$ cat src/rtl/core/three_rotor_cipher_machine_assert.svh
// Assertion macros for the three-rotor cipher machine.
// Included by the top level; no other dependencies.
`ifndef THREE_ROTOR_CIPHER_MACHINE_ASSERT_SVH
`define THREE_ROTOR_CIPHER_MACHINE_ASSERT_SVH

// same-cycle implication
`define RCM_ASSERT_IMP(lbl, clk, rst, ante, cons, msg) \
   lbl: assert property (@(posedge clk) disable iff (rst) (ante) |-> (cons)) else $error(msg);

// next-cycle implication
`define RCM_ASSERT_NXT(lbl, clk, rst, ante, cons, msg) \
   lbl: assert property (@(posedge clk) disable iff (rst) (ante) |=> (cons)) else $error(msg);

`endif

$ cat src/rtl/core/rcm_pkg.sv
// Shared types, tables and helpers of the three-rotor cipher machine.
// No dependencies; used by every module of the block.
`timescale 1ns / 1ps

package rcm_pkg;

   localparam int LetterWidth = 5;
   localparam int CsrIndexWidth = 2;
   localparam int CsrDataWidth = 5;

   typedef logic [LetterWidth-1:0] letter_type;

   typedef enum logic [CsrIndexWidth-1:0] {
      CSR_ROTOR_ORDER  = 2'd0,
      CSR_FAST_START   = 2'd1,
      CSR_MIDDLE_START = 2'd2,
      CSR_SLOW_START   = 2'd3
   } csr_index_type;

   typedef enum logic [1:0] {
      WIRE_I   = 2'd0,
      WIRE_II  = 2'd1,
      WIRE_III = 2'd2
   } wire_sel_type;

   typedef enum logic [2:0] {
      ORDER_123 = 3'd0,
      ORDER_213 = 3'd1,
      ORDER_231 = 3'd2,
      ORDER_312 = 3'd3,
      ORDER_321 = 3'd4,
      ORDER_132 = 3'd5
   } order_code_type;

   typedef struct packed {
      wire_sel_type fast;
      wire_sel_type middle;
      wire_sel_type slow;
   } order_type;

   typedef struct packed {
      letter_type fast;
      letter_type middle;
      letter_type slow;
   } pos_type;

   // one queued item, also the payload of the first two back-end stages
   typedef struct packed {
      letter_type letter;
      pos_type    pos;
      order_type  ord;
   } job_type;

   localparam letter_type PLUG [32] = '{
      5'd1, 5'd0, 5'd3, 5'd2, 5'd5, 5'd4, 5'd6, 5'd14, 5'd15, 5'd16, 5'd17, 5'd18, 5'd19,
      5'd13, 5'd7, 5'd8, 5'd9, 5'd10, 5'd11, 5'd12, 5'd20, 5'd25, 5'd22, 5'd23, 5'd24,
      5'd21, 5'd0, 5'd0, 5'd0, 5'd0, 5'd0, 5'd0};

   localparam letter_type FWD_I [32] = '{
      5'd21, 5'd4, 5'd19, 5'd0, 5'd1, 5'd25, 5'd10, 5'd23, 5'd20, 5'd8, 5'd16, 5'd18, 5'd5,
      5'd9, 5'd3, 5'd11, 5'd22, 5'd7, 5'd14, 5'd2, 5'd13, 5'd12, 5'd24, 5'd17, 5'd6,
      5'd15, 5'd0, 5'd0, 5'd0, 5'd0, 5'd0, 5'd0};

   localparam letter_type FWD_II [32] = '{
      5'd10, 5'd2, 5'd20, 5'd12, 5'd22, 5'd8, 5'd6, 5'd15, 5'd18, 5'd9, 5'd14, 5'd13, 5'd7,
      5'd5, 5'd19, 5'd23, 5'd11, 5'd4, 5'd24, 5'd1, 5'd21, 5'd17, 5'd16, 5'd0, 5'd25,
      5'd3, 5'd0, 5'd0, 5'd0, 5'd0, 5'd0, 5'd0};

   localparam letter_type FWD_III [32] = '{
      5'd10, 5'd7, 5'd18, 5'd2, 5'd23, 5'd1, 5'd11, 5'd13, 5'd25, 5'd4, 5'd8, 5'd24, 5'd22,
      5'd5, 5'd14, 5'd20, 5'd16, 5'd9, 5'd21, 5'd17, 5'd19, 5'd15, 5'd0, 5'd6, 5'd3,
      5'd12, 5'd0, 5'd0, 5'd0, 5'd0, 5'd0, 5'd0};

   localparam letter_type INV_I [32] = '{
      5'd3, 5'd4, 5'd19, 5'd14, 5'd1, 5'd12, 5'd24, 5'd17, 5'd9, 5'd13, 5'd6, 5'd15, 5'd21,
      5'd20, 5'd18, 5'd25, 5'd10, 5'd23, 5'd11, 5'd2, 5'd8, 5'd0, 5'd16, 5'd7, 5'd22,
      5'd5, 5'd0, 5'd0, 5'd0, 5'd0, 5'd0, 5'd0};

   localparam letter_type INV_II [32] = '{
      5'd23, 5'd19, 5'd1, 5'd25, 5'd17, 5'd13, 5'd6, 5'd12, 5'd5, 5'd9, 5'd0, 5'd16, 5'd3,
      5'd11, 5'd10, 5'd7, 5'd22, 5'd21, 5'd8, 5'd14, 5'd2, 5'd20, 5'd4, 5'd15, 5'd18,
      5'd24, 5'd0, 5'd0, 5'd0, 5'd0, 5'd0, 5'd0};

   localparam letter_type INV_III [32] = '{
      5'd22, 5'd5, 5'd3, 5'd24, 5'd9, 5'd13, 5'd23, 5'd1, 5'd10, 5'd17, 5'd0, 5'd6, 5'd25,
      5'd7, 5'd14, 5'd21, 5'd16, 5'd19, 5'd2, 5'd20, 5'd15, 5'd18, 5'd12, 5'd4, 5'd11,
      5'd8, 5'd0, 5'd0, 5'd0, 5'd0, 5'd0, 5'd0};

   localparam letter_type LAST_LETTER = 5'd25;
   localparam letter_type REFLECT_SHIFT = 5'd13;

   function automatic letter_type fold26(input letter_type v);
      return (v >= 5'd26) ? v - 5'd26 : v;
   endfunction

   function automatic letter_type add26(input letter_type a, input letter_type b);
      logic [LetterWidth:0] s;
      s = {1'b0, a} + {1'b0, b};
      return (s >= 6'd26) ? LetterWidth'(s - 6'd26) : LetterWidth'(s);
   endfunction

   function automatic letter_type sub26(input letter_type a, input letter_type b);
      logic [LetterWidth:0] s;
      s = {1'b0, a} + 6'd26 - {1'b0, b};
      return (a >= b) ? a - b : LetterWidth'(s);
   endfunction

   function automatic letter_type rotor_fwd(input wire_sel_type w, input letter_type x,
                                            input letter_type p);
      letter_type idx;
      letter_type r;
      idx = add26(x, p);
      unique case (w)
         WIRE_II:  r = FWD_II[idx];
         WIRE_III: r = FWD_III[idx];
         default:  r = FWD_I[idx];
      endcase
      return r;
   endfunction

   function automatic letter_type rotor_back(input wire_sel_type w, input letter_type x,
                                             input letter_type p);
      letter_type r;
      unique case (w)
         WIRE_II:  r = INV_II[x];
         WIRE_III: r = INV_III[x];
         default:  r = INV_I[x];
      endcase
      return sub26(r, p);
   endfunction

   // unused codes fall back to order 1,2,3
   function automatic order_type decode_order(input logic [2:0] code);
      order_type o;
      unique case (code)
         ORDER_213: o = '{fast: WIRE_II,  middle: WIRE_I,   slow: WIRE_III};
         ORDER_231: o = '{fast: WIRE_II,  middle: WIRE_III, slow: WIRE_I};
         ORDER_312: o = '{fast: WIRE_III, middle: WIRE_I,   slow: WIRE_II};
         ORDER_321: o = '{fast: WIRE_III, middle: WIRE_II,  slow: WIRE_I};
         ORDER_132: o = '{fast: WIRE_I,   middle: WIRE_III, slow: WIRE_II};
         default:   o = '{fast: WIRE_I,   middle: WIRE_II,  slow: WIRE_III};
      endcase
      return o;
   endfunction

   function automatic pos_type advance(input pos_type p);
      pos_type n;
      n = p;
      if (p.fast == LAST_LETTER) begin
         n.fast = '0;
         if (p.middle == LAST_LETTER) begin
            n.middle = '0;
            n.slow = (p.slow == LAST_LETTER) ? '0 : p.slow + 5'd1;
         end else begin
            n.middle = p.middle + 5'd1;
         end
      end else begin
         n.fast = p.fast + 5'd1;
      end
      return n;
   endfunction

endpackage

$ cat src/rtl/core/rcm_front.sv
// Front end: configuration registers, rotor odometer and order decode.
// Depends on rcm_pkg; feeds rcm_queue.
`timescale 1ns / 1ps

module rcm_front
   import rcm_pkg::*;
(
   input  logic                     clock,
   input  logic                     reset,
   input  logic                     csr_we,
   input  logic [CsrIndexWidth-1:0] csr_index,
   input  logic [CsrDataWidth-1:0]  csr_wdata,
   input  logic                     in_valid,
   output logic                     in_ready,
   input  letter_type               in_letter,
   input  logic                     in_restart,
   output logic                     job_valid,
   input  logic                     job_ready,
   output job_type                  job
);

   logic [2:0] order_ff;
   letter_type fast_start_ff;
   letter_type middle_start_ff;
   letter_type slow_start_ff;
   pos_type    pos_ff;
   pos_type    pos_in;
   pos_type    pos_cur;
   logic       accept;

   assign in_ready  = job_ready;
   assign job_valid = in_valid;
   assign accept    = in_valid && job_ready;

   always_comb begin
      if (in_restart) begin
         pos_cur = '{fast: fold26(fast_start_ff), middle: fold26(middle_start_ff),
                     slow: fold26(slow_start_ff)};
      end else begin
         pos_cur = pos_ff;
      end
      pos_in     = accept ? advance(pos_cur) : pos_ff;
      job.letter = fold26(in_letter);
      job.pos    = pos_cur;
      job.ord    = decode_order(order_ff);
   end

   always_ff @(posedge clock) begin
      if (reset) begin
         order_ff        <= '0;
         fast_start_ff   <= '0;
         middle_start_ff <= '0;
         slow_start_ff   <= '0;
         pos_ff          <= '0;
      end else begin
         pos_ff <= pos_in;
         if (csr_we) begin
            case (csr_index)
               CSR_ROTOR_ORDER:  order_ff        <= csr_wdata[2:0];
               CSR_FAST_START:   fast_start_ff   <= csr_wdata;
               CSR_MIDDLE_START: middle_start_ff <= csr_wdata;
               CSR_SLOW_START:   slow_start_ff   <= csr_wdata;
               default: ;
            endcase
         end
      end
   end

endmodule

$ cat src/rtl/core/rcm_queue.sv
// Short item queue between front and back end.
// Depends on rcm_pkg for the item type.
`timescale 1ns / 1ps

module rcm_queue
   import rcm_pkg::*;
#(
   parameter int Depth = 2
)
(
   input  logic    clock,
   input  logic    reset,
   input  logic    in_valid,
   output logic    in_ready,
   input  job_type in_job,
   output logic    out_valid,
   input  logic    out_ready,
   output job_type out_job,
   output logic    full
);

   localparam int PtrWidth = (Depth > 1) ? $clog2(Depth) : 1;
   localparam int CountWidth = $clog2(Depth + 1);
   localparam logic [PtrWidth-1:0] LastPtr = PtrWidth'(Depth - 1);

   job_type                 mem [Depth];
   logic [PtrWidth-1:0]     wr_ptr_ff, wr_ptr_in;
   logic [PtrWidth-1:0]     rd_ptr_ff, rd_ptr_in;
   logic [CountWidth-1:0]   count_ff, count_in;
   logic                    push, pop;

   assign full      = (count_ff == CountWidth'(Depth));
   assign in_ready  = !full;
   assign out_valid = (count_ff != '0);
   assign out_job   = mem[rd_ptr_ff];
   assign push      = in_valid && in_ready;
   assign pop       = out_valid && out_ready;

   always_comb begin
      wr_ptr_in = wr_ptr_ff;
      rd_ptr_in = rd_ptr_ff;
      if (push) begin
         wr_ptr_in = (wr_ptr_ff == LastPtr) ? '0 : wr_ptr_ff + 1'b1;
      end
      if (pop) begin
         rd_ptr_in = (rd_ptr_ff == LastPtr) ? '0 : rd_ptr_ff + 1'b1;
      end
      count_in = count_ff + CountWidth'(push) - CountWidth'(pop);
   end

   always_ff @(posedge clock) begin
      if (reset) begin
         wr_ptr_ff <= '0;
         rd_ptr_ff <= '0;
         count_ff  <= '0;
      end else begin
         wr_ptr_ff <= wr_ptr_in;
         rd_ptr_ff <= rd_ptr_in;
         count_ff  <= count_in;
      end
   end

   always_ff @(posedge clock) begin
      if (push) begin
         mem[wr_ptr_ff] <= in_job;
      end
   end

endmodule

$ cat src/rtl/core/rcm_back.sv
// Back end: three-stage cipher pipeline with stall and output register.
// Depends on rcm_pkg for the tables and rotor helpers.
`timescale 1ns / 1ps

module rcm_back
   import rcm_pkg::*;
(
   input  logic       clock,
   input  logic       reset,
   input  logic       in_valid,
   output logic       in_ready,
   input  job_type    in_job,
   output logic       out_valid,
   input  logic       out_ready,
   output letter_type out_letter
);

   logic       a_valid_ff, a_valid_in;
   logic       b_valid_ff, b_valid_in;
   logic       o_valid_ff, o_valid_in;
   job_type    a_ff, a_in;
   job_type    b_ff, b_in;
   letter_type o_ff, o_in;
   logic       a_ready, b_ready, o_ready;

   assign o_ready  = !o_valid_ff || out_ready;
   assign b_ready  = !b_valid_ff || o_ready;
   assign a_ready  = !a_valid_ff || b_ready;
   assign in_ready = a_ready;

   // plugboard, fast and middle rotors forward
   always_comb begin
      a_in        = in_job;
      a_in.letter = rotor_fwd(in_job.ord.middle,
                              rotor_fwd(in_job.ord.fast, PLUG[in_job.letter], in_job.pos.fast),
                              in_job.pos.middle);
   end

   // slow rotor forward, reflector, slow rotor back
   always_comb begin
      b_in        = a_ff;
      b_in.letter = rotor_back(a_ff.ord.slow,
                               add26(rotor_fwd(a_ff.ord.slow, a_ff.letter, a_ff.pos.slow),
                                     REFLECT_SHIFT),
                               a_ff.pos.slow);
   end

   // middle and fast rotors back, plugboard
   always_comb begin
      o_in = PLUG[rotor_back(b_ff.ord.fast,
                             rotor_back(b_ff.ord.middle, b_ff.letter, b_ff.pos.middle),
                             b_ff.pos.fast)];
   end

   always_comb begin
      a_valid_in = a_ready ? in_valid : a_valid_ff;
      b_valid_in = b_ready ? a_valid_ff : b_valid_ff;
      o_valid_in = o_ready ? b_valid_ff : o_valid_ff;
   end

   always_ff @(posedge clock) begin
      if (reset) begin
         a_valid_ff <= 1'b0;
         b_valid_ff <= 1'b0;
         o_valid_ff <= 1'b0;
      end else begin
         a_valid_ff <= a_valid_in;
         b_valid_ff <= b_valid_in;
         o_valid_ff <= o_valid_in;
      end
   end

   always_ff @(posedge clock) begin
      if (a_ready) begin
         a_ff <= a_in;
      end
      if (b_ready) begin
         b_ff <= b_in;
      end
      if (o_ready) begin
         o_ff <= o_in;
      end
   end

   assign out_valid  = o_valid_ff;
   assign out_letter = o_ff;

endmodule

$ cat src/rtl/core/three_rotor_cipher_machine.sv
// Three-rotor cipher machine: enciphers one letter (0..25) per item and
// returns one enciphered letter per item, in order. Sustained rate is one
// item per clock while results are not stalled; each item passes through
// the item queue, the first two cipher stages and the output register,
// which is the third stage. The rotor odometer in the front end advances
// once per accepted item; a restart flag first reloads the positions from
// the start registers. Order writes take effect at the next accepted item,
// start writes at the next restart. Depends on rcm_pkg and the assert header.
`timescale 1ns / 1ps

`include "three_rotor_cipher_machine_assert.svh"

module three_rotor_cipher_machine
   import rcm_pkg::*;
#(
   parameter int QueueDepth = 2
)
(
   input  logic                     clock,
   input  logic                     reset,
   input  logic                     req_tvalid,
   output logic                     req_tready,
   input  logic [7:0]               req_tdata,   // [4:0] letter_in
   input  logic [0:0]               req_tuser,   // [0] restart
   output logic                     rsp_tvalid,
   input  logic                     rsp_tready,
   output logic [7:0]               rsp_tdata,   // [4:0] letter_out
   input  logic                     csr_we,
   input  logic [CsrIndexWidth-1:0] csr_index,
   input  logic [CsrDataWidth-1:0]  csr_wdata
);

   logic       front_valid, front_ready;
   job_type    front_job;
   logic       q_valid, q_full;
   job_type    q_job;
   logic       back_ready;
   letter_type out_letter;

   rcm_front u_front (
      .clock      (clock),
      .reset      (reset),
      .csr_we     (csr_we),
      .csr_index  (csr_index),
      .csr_wdata  (csr_wdata),
      .in_valid   (req_tvalid),
      .in_ready   (req_tready),
      .in_letter  (req_tdata[LetterWidth-1:0]),
      .in_restart (req_tuser[0]),
      .job_valid  (front_valid),
      .job_ready  (front_ready),
      .job        (front_job)
   );

   rcm_queue #(
      .Depth (QueueDepth)
   ) u_queue (
      .clock     (clock),
      .reset     (reset),
      .in_valid  (front_valid),
      .in_ready  (front_ready),
      .in_job    (front_job),
      .out_valid (q_valid),
      .out_ready (back_ready),
      .out_job   (q_job),
      .full      (q_full)
   );

   rcm_back u_back (
      .clock      (clock),
      .reset      (reset),
      .in_valid   (q_valid),
      .in_ready   (back_ready),
      .in_job     (q_job),
      .out_valid  (rsp_tvalid),
      .out_ready  (rsp_tready),
      .out_letter (out_letter)
   );

   assign rsp_tdata = {3'b000, out_letter};

   `RCM_ASSERT_IMP(a_letter_range, clock, reset, rsp_tvalid, rsp_tdata <= 8'd25,
      "result letter out of range")
   `RCM_ASSERT_IMP(a_full_blocks, clock, reset, q_full, !req_tready,
      "item accepted into a full queue")
   `RCM_ASSERT_IMP(a_stall_source, clock, reset, !back_ready, rsp_tvalid && !rsp_tready,
      "back end stalled without a held result")

endmodule

$ cat config.mk
export PLATFORM = sky130hd
export DESIGN_NAME = three_rotor_cipher_machine
export DESIGN_NICKNAME = d
export VERILOG_FILES = /design/src/rtl/core/rcm_pkg.sv /design/src/rtl/core/rcm_front.sv /design/src/rtl/core/rcm_queue.sv /design/src/rtl/core/rcm_back.sv /design/src/rtl/core/three_rotor_cipher_machine.sv
export VERILOG_INCLUDE_DIRS = /design/src /design/src/rtl/core
export SDC_FILE = /design/constraint.sdc
export NUM_CORES = 1
export LEC_CHECK = 0
export BUFFER_PORTS_ARGS = -buffer_cell sky130_fd_sc_hd__buf_4
export CELL_PAD_IN_SITES_DETAIL_PLACEMENT = 0
export CELL_PAD_IN_SITES_GLOBAL_PLACEMENT = 1
export CORE_ASPECT_RATIO = 1.2
export CORE_UTILIZATION = 40
export CTS_CLUSTER_SIZE = 30
export DETAILED_ROUTE_END_ITERATION = 10
export PLACE_DENSITY_LB_ADDON = 0.1
export RECOVER_POWER = 100
export SYNTH_ARGS = -nofsm -noshare
export SYNTH_HDL_FRONTEND = slang
export SYNTH_HIERARCHICAL = 1
export SYNTH_SLANG_ARGS = --single-unit
$ cat constraint.sdc
create_clock -name clock -period 8.16 [get_ports clock]
set_clock_uncertainty 0.1 [all_clocks]
set_input_delay 0 -clock clock [delete_from_list [all_inputs] [get_ports clock]]
set_output_delay 0 -clock clock [all_outputs]
set_load 0.1 [all_outputs]
==> impl_metrics.ini, run 1 <==
[cells_and_area]
ant_diodes = 0
post_layout_nonfiller_instances = 2357
mostFrequentLayoutCells = sky130_fd_sc_hd__nand2_1 (171), sky130_fd_sc_hd__nor2_1 (159), sky130_fd_sc_hd__buf_4 (148)
fillCellCount = 3551
fin_nets = 2042
layout_commonest_cell = sky130_fd_sc_hd__nand2_1
layout-area-overhead-vs-synth_pct = 15.9
final_layout_size_suffix_gt1_share_pct = 16.0

[drt]
drt_first_pass_iters = 5
vias = 13600
drt_drc_violations_left = 0
drt-initial-drc-count = 855
detail_route.wl_per_cell_um = 16.9
route.detailed.vias_per_inst = 5.76
drt.antenna.violating_nets = 0
detail_route.wirelength_um = 39800

[job]
timing.max_cap.violations = 1

[timing]
final.period_utilization_pct = 95.2
worst-slew-pin-transition_ns = 1.96
final-max-slew-violation-count = 44
relSlewSlack_pct = -30.9
period_needed_ns = 7.77
max_freq_ghz = 0.129
setup_viol_count_final = 0
timing.hold.ws_ns = 0.0407
finalHoldViolCount = 0

[synthesis]
postSynthAreaPerCell_um2 = 8.17
ys_top_cells_by_area = sky130_fd_sc_hd__edfxtp_1 (21%), sky130_fd_sc_hd__ha_1 (11%), sky130_fd_sc_hd__dfxtp_1 (5.6%)
ys.flop_type = sky130_fd_sc_hd__edfxtp_1
yosys.cell_types.count = 106
ys_async_sr_fraction_pct = 0
edff_count_synth = 102
synthDominantCellAreaShare_pct = 21.1
synth_cells = 1780
seq_total_area_yosys_pct = 26.7
post_synth_instance_area_mm2 = 0.0145
synth_top_area_cell = sky130_fd_sc_hd__edfxtp_1
ys_seq_elements = 143
yosysWarningCount = 6

[critical_path]
crit_required_ns = 8.23
critical_path.startpoint_type = register
worst_setup_path_end_kind = register
most_common_cell_on_crit_path = sky130_fd_sc_hd__buf_4
critPathArrivalTime_ns = 7.84
critPathSlowestCell = sky130_fd_sc_hd__or4_4
crit_type = reg2reg
cp_slowest_stage_delay_ns = 0.63
worst-path-max-fanout = 6

[global_routing]
grtUsageTotal_pct = 21.3
via_count_of_the_first_global_routing_pass = 13000
grt_max_degree = 44
number_of_antenna_violations_at_the_first_check_in_global_routing = 0
global_route.overflow_total = 0
grt_pass1_wl_um = 64900

[floorplan]
row_count = 76
floorplan.die_area_mm2 = 0.0371
die_w_um = 176
design.portCount = 31
chipHeight_um = 211
effective_utilization_at_floorplan_pct = 40.6
floorplan.core_area_mm2 = 0.0358

[placed_design]
detailed_place_hpwl_um = 30000
port_buffers = 24
place_inst = 2295
finalWeightedCongestion = 0.897

[worst_hold_path]
min-delay-path-class = in2reg

[clock_network]
cts_tree = built
cts_root_buffer = sky130_fd_sc_hd__clkbuf_16
clock_tree.htree_level_count = 4
cts_buffer_depth = 2
clock_buffers_created_by_tritoncts = 17
clk_transition_reported_paths_ns = 0.06
worst_skew_pair.late_latency_ns = 0.41
cts_sinks = 143

[run_status]
run_status = complete, but fails checks
violated_checks = max-capacitance violations, max-slew violations
Yosys cell counts, types with 11 or more instances:
| cell | n |
|---|---|
| sky130_fd_sc_hd__xor2_1 | 13 |
| sky130_fd_sc_hd__a21o_1 | 18 |
| sky130_fd_sc_hd__dfxtp_1 | 41 |
| sky130_fd_sc_hd__inv_1 | 125 |
| sky130_fd_sc_hd__clkbuf_1 | 73 |
| sky130_fd_sc_hd__a22oi_1 | 11 |
| sky130_fd_sc_hd__and3_1 | 13 |
| sky130_fd_sc_hd__o211ai_1 | 29 |
| sky130_fd_sc_hd__a221oi_1 | 17 |
| sky130_fd_sc_hd__nor2b_1 | 17 |
| sky130_fd_sc_hd__ha_1 | 132 |
| sky130_fd_sc_hd__mux2i_1 | 44 |
| sky130_fd_sc_hd__nor2_1 | 161 |
| sky130_fd_sc_hd__o221ai_1 | 19 |
| sky130_fd_sc_hd__mux2_2 | 38 |
| sky130_fd_sc_hd__a21oi_1 | 148 |
| sky130_fd_sc_hd__a31oi_1 | 27 |
| sky130_fd_sc_hd__o22ai_1 | 19 |
| sky130_fd_sc_hd__o31ai_1 | 14 |
| sky130_fd_sc_hd__a211oi_1 | 32 |
| sky130_fd_sc_hd__nand3_1 | 41 |
| sky130_fd_sc_hd__fa_1 | 12 |
| sky130_fd_sc_hd__edfxtp_1 | 102 |
| sky130_fd_sc_hd__nor3_1 | 35 |
| sky130_fd_sc_hd__nand2b_1 | 17 |
| sky130_fd_sc_hd__xnor2_1 | 25 |
| sky130_fd_sc_hd__or3_1 | 11 |
| sky130_fd_sc_hd__nand2_1 | 171 |
| sky130_fd_sc_hd__buf_2 | 17 |
| sky130_fd_sc_hd__o21ai_0 | 143 |
timing repair:
item / CTS / global route
hold endpoints to repair: 43 / 0
pin swaps: 1 / 13
setup buffers: 1 / 11
gates resized for setup: 4 / 60
gates cloned: 0 / 1
endpoints found under the setup margin: 4 / 9
hold buffers: 18 / 0
worst max-delay path: cells and delay by family (launching register included):
kind,cells,cell delay (ns)
muxes,1,0.17
buffers and inverters,4,0.54
and+or+nand+nor,5,1.65
DFF,1,0.41
adders and majority gates,6,2.04
xor gates and xnor gates,2,0.29
AOI/OAI and AO/OA,11,2.30
flip-flops by register name, indices dropped and copies added (netlist names), named ones only:
signal	count
u_front/fast_start_ff	5
u_queue/rd_ptr_ff	1
u_back/b_valid_ff	1
u_back/b_ff	19
u_front/pos_ff	15
u_front/order_ff	3
u_queue/mem	52
u_queue/count_ff	2
u_front/slow_start_ff	5
u_back/a_valid_ff	1
u_back/a_ff	26
u_back/out_valid	1
u_queue/wr_ptr_ff	1
u_back/out_letter	5
u_front/middle_start_ff	5
final cells by class:
| cell class | instances | area (um^2) | share of cell area [%] |
|---|---|---|---|
| flip-flops and latches | 143 | 3880 | 23.0 |
| repair buffers | 184 | 1410 | 8.36 |
| well taps | 468 | 586 | 3.47 |
| clock buffers | 19 | 433 | 2.57 |
| multi-input cells | 1398 | 9890 | 58.6 |
| clock inverters | 12 | 161 | 0.957 |
| inverters | 133 | 504 | 2.99 |
layer usage:
layer | share of wire [%] | vias to the layer above | wire, um | track usage (%)
li1 | - | 6760 | - | -
met1 | 44 | 6435 | 17500 | 26.6
met2 | 51 | 322 | 20200 | 38.3
met3 | 3.0 | 62 | 1180 | 1.71
met4 | 2.3 | 0 | 930 | 7.02
met5 | 0 | - | 0 | 0
metrics by stage:
stage               util [%]  setup TNS [ns]  setup WS (ns)  cell area [um^2]
detailed placement      44.3          -0.159         -0.131             15900
CTS                     46.5               0         0.0220             16700
global placement        44.3          -0.150         -0.135             15900
floorplan                  -         -0.0405        -0.0405             14600
finish                  47.0               0          0.389             16900
global route            47.0         -0.0117        -0.0117             16900
kinds of logic (layout without fill, tap and decap cells):
family,count (synthesis),after routing,synth area share [%]
adder cells (fa/ha/maj),144,144,13.0
multiplexers,82,82,5.97
buffers and inverters,242,348,7.06
AND/OR/NAND/NOR,536,537,17.6
flip-flops,143,143,26.7
XOR/XNOR,39,39,2.40
other,1,3,0.0258
AO/OA/AOI/OAI,593,593,27.2
path summary, 6_finish.rpt:
kind | end | slack (ns) | depth (start not counted) | startpoint
hold / removal | u_front/order_ff[1] | 0.04 | 4 | csr_we
setup reg to reg | u_back/b_ff[25] | 0.39 | 29 | u_back/a_ff[21]
hold reg to reg | u_back/b_ff[18] | 0.32 | 0 | u_back/a_ff[18]
setup / recovery | u_back/b_ff[25] | 0.39 | 29 | u_back/a_ff[21]
Power of run 1 is left out: the tool's default activity adds up to more than one toggle a clock period on the data nets, which glitch-free logic cannot reach.
==> run 2: changes to the inputs <==
--- a/config.mk
+++ b/config.mk
@@ -6,6 +6,7 @@
 export SDC_FILE = /design/constraint.sdc
 export NUM_CORES = 1
 export LEC_CHECK = 0
+export ABC_AREA = 1
 export BUFFER_PORTS_ARGS = -buffer_cell sky130_fd_sc_hd__buf_4
 export CELL_PAD_IN_SITES_DETAIL_PLACEMENT = 0
 export CELL_PAD_IN_SITES_GLOBAL_PLACEMENT = 1
==> run 2 against run 1 <==
The run still ends with max-capacitance violations, max-slew violations left. Flip-flop and latch count is the same. Die area fell by 5.0%. Global-route usage shrank 1.2 points. Hold slack worse by 0.0087 ns. Critical path depth grew 18. Maximum frequency rose by 1.9%.
==> impl_metrics.ini, run 2 <==
[critical_path]
worst-path-max-fanout = 12
critical_path.startpoint_type = register
cp_slowest_stage_delay_ns = 0.37
most_common_cell_on_crit_path = sky130_fd_sc_hd__inv_1
critPathArrivalTime_ns = 7.67
critPathSlowestCell = sky130_fd_sc_hd__dfxtp_1
worst_setup_path_end_kind = register
crit_type = reg2reg
ff2ff_path_depth = 47
crit_required_ns = 8.20
regToRegEndpoint = u_back/a_ff[23]
timing.reg2reg.setup_slack_ns = 0.53

[clock_network]
clock_tree.htree_level_count = 4
cts_tree = built
cts_root_buffer = sky130_fd_sc_hd__clkbuf_16
cts_sinks = 143
cts_buffer_depth = 2
clock_buffers_created_by_tritoncts = 17
worst_skew_pair.late_latency_ns = 0.42
clk_transition_reported_paths_ns = 0.06

[cells_and_area]
max_reg_flops = 52
layout-area-overhead-vs-synth_pct = 10.7
multiInputGateArea_mm2 = 0.00845
fillCellCount = 3471
utilization_pct = 45.0
fin_nets = 2125
final_layout_size_suffix_gt1_share_pct = 8.36
regArea_mm2 = 0.00388
ant_diodes = 0
layout_commonest_cell = sky130_fd_sc_hd__nand2_1
layout_top_registers = u_queue/mem x52, u_back/a_ff x26, u_back/b_ff x19
largest_register = u_queue/mem
mostFrequentLayoutCells = sky130_fd_sc_hd__nand2_1 (409), sky130_fd_sc_hd__inv_1 (280), sky130_fd_sc_hd__nor2_1 (177)
postLayoutCellArea_mm2 = 0.0153

[floorplan]
floorplan.die_area_mm2 = 0.0353
die_w_um = 172
floorplan.core_area_mm2 = 0.0340
design.portCount = 31
effective_utilization_at_floorplan_pct = 40.6
row_count = 74
chipHeight_um = 206

[drt]
drt_drc_violations_left = 0
drt.antenna.violating_nets = 0
detail_route.wl_per_cell_um = 14.3
route.detailed.vias_per_inst = 5.20
drt-initial-drc-count = 829
detail_route.wirelength_um = 34600
vias = 12600
drt_first_pass_iters = 5

[job]
timing.max_cap.violations = 2

[timing]
final-max-slew-violation-count = 30
final.period_utilization_pct = 93.5
setup_viol_count_final = 0
max_freq_ghz = 0.131
worst-slew-pin-transition_ns = 1.62
relSlewSlack_pct = -8.07
setup_ws_ns = 0.532
finalHoldViolCount = 0
period_needed_ns = 7.63

[worst_hold_path]
hold_path_depth = 4
holdPathEnd = u_front/pos_ff[10]
timing.hold.worst.start = req_tuser
min-delay-path-class = in2reg

[global_routing]
number_of_antenna_violations_at_the_first_check_in_global_routing = 0
grt_pass1_wl_um = 57800
grtUsageTotal_pct = 20.1
global_route.overflow_total = 0
grt_max_degree = 30
via_count_of_the_first_global_routing_pass = 12000

[placed_design]
port_buffers = 24
dp_slack_ns = 0.352
detailed_place_hpwl_um = 26700
area_after_detailed_placement_mm2 = 0.0145
finalWeightedCongestion = 0.928

[synthesis]
synth_cells = 1912
post_synth_instance_area_mm2 = 0.0138
yosysWarningCount = 6
postSynthAreaPerCell_um2 = 7.22

[run_status]
run_status = complete, but fails checks
violated_checks = max-capacitance violations, max-slew violations
## run 2: cell types whose count changed in the layout (fill, tap and decap cells not counted), sizes merged, moves of 17 or more
cell    delta
nand2    +269
inv      +160
nand3    +127
buf      -107
mux2i     -44
a211oi    -27
nor3      -23
a21o      -19
a21oi     -19
nand2b    -18
nor2      +18
nor2b     -17
## run 2: worst max-delay path by stage
stage | cells after the start | start | end | slack (ns)
6_report | 47 | register | u_back/a_ff[23] | 0.53
5_1_grt | 53 | register | u_back/a_ff[25] | -0.05
4_1_cts | 52 | register | u_back/a_ff[22] | 0.30
3_5_place_dp | 52 | register | u_back/a_ff[22] | 0.35
3_3_place_gp | 35 | u_back/b_ff[22] | u_back/out_letter[1] | 0.45
2_1_floorplan | 53 | register | u_back/a_ff[22] | 0.66
## run 2: layout make-up
type / count / share of cell area, %
clock buffer: 19 / 2.83
tap: 456 / 3.73
sequential: 143 / 25.4
inverter: 291 / 7.16
multi-input combinational: 1425 / 55.2
timing repair buffer: 82 / 4.08
clock inverter: 13 / 1.55
## run 2: per-layer routing
metal  routed length, um  track usage (%)  vias to the layer above
li1                    -                -                     6465
met1               15200             24.4                     5791
met2               17500             36.4                      317
met3                1070             2.06                       67
met4                 881             7.24                        0
met5                   0                0                        -
## run 2: repair_timing
| item | 4_1_cts | 5_1_grt |
|---|---|---|
| endpoints found under the setup margin | 0 | 11 |
| resized for setup | 0 | 17 |
| hold buffers | 23 | 0 |
| setup buffers | 0 | 1 |
| endpoints found under the hold margin | 52 | 0 |
## run 2: metrics by stage
step / instances / hold slack [ns] / TNS, ns
after detailed placement: 2373 / 0.102 / 0
after floorplan: 1914 / -0.0309 / 0
after global routing: 2429 / 0.113 / -0.0876
final: 2429 / 0.0320 / 0
after global placement: 2373 / 0.0993 / 0
after CTS: 2428 / 0.0280 / 0
## run 2: worst max-delay path: cells and delay by family (launching register included)
family	cells	cell delay, ns
AOI/OAI and AO/OA	13	2.16
xor gates and xnor gates	2	0.48
and+or+nand+nor	16	1.65
adders and majority gates	2	0.70
muxes	1	0.33
DFF	1	0.37
buffers and inverters	13	1.53
Power of run 2 is left out for the same reason.
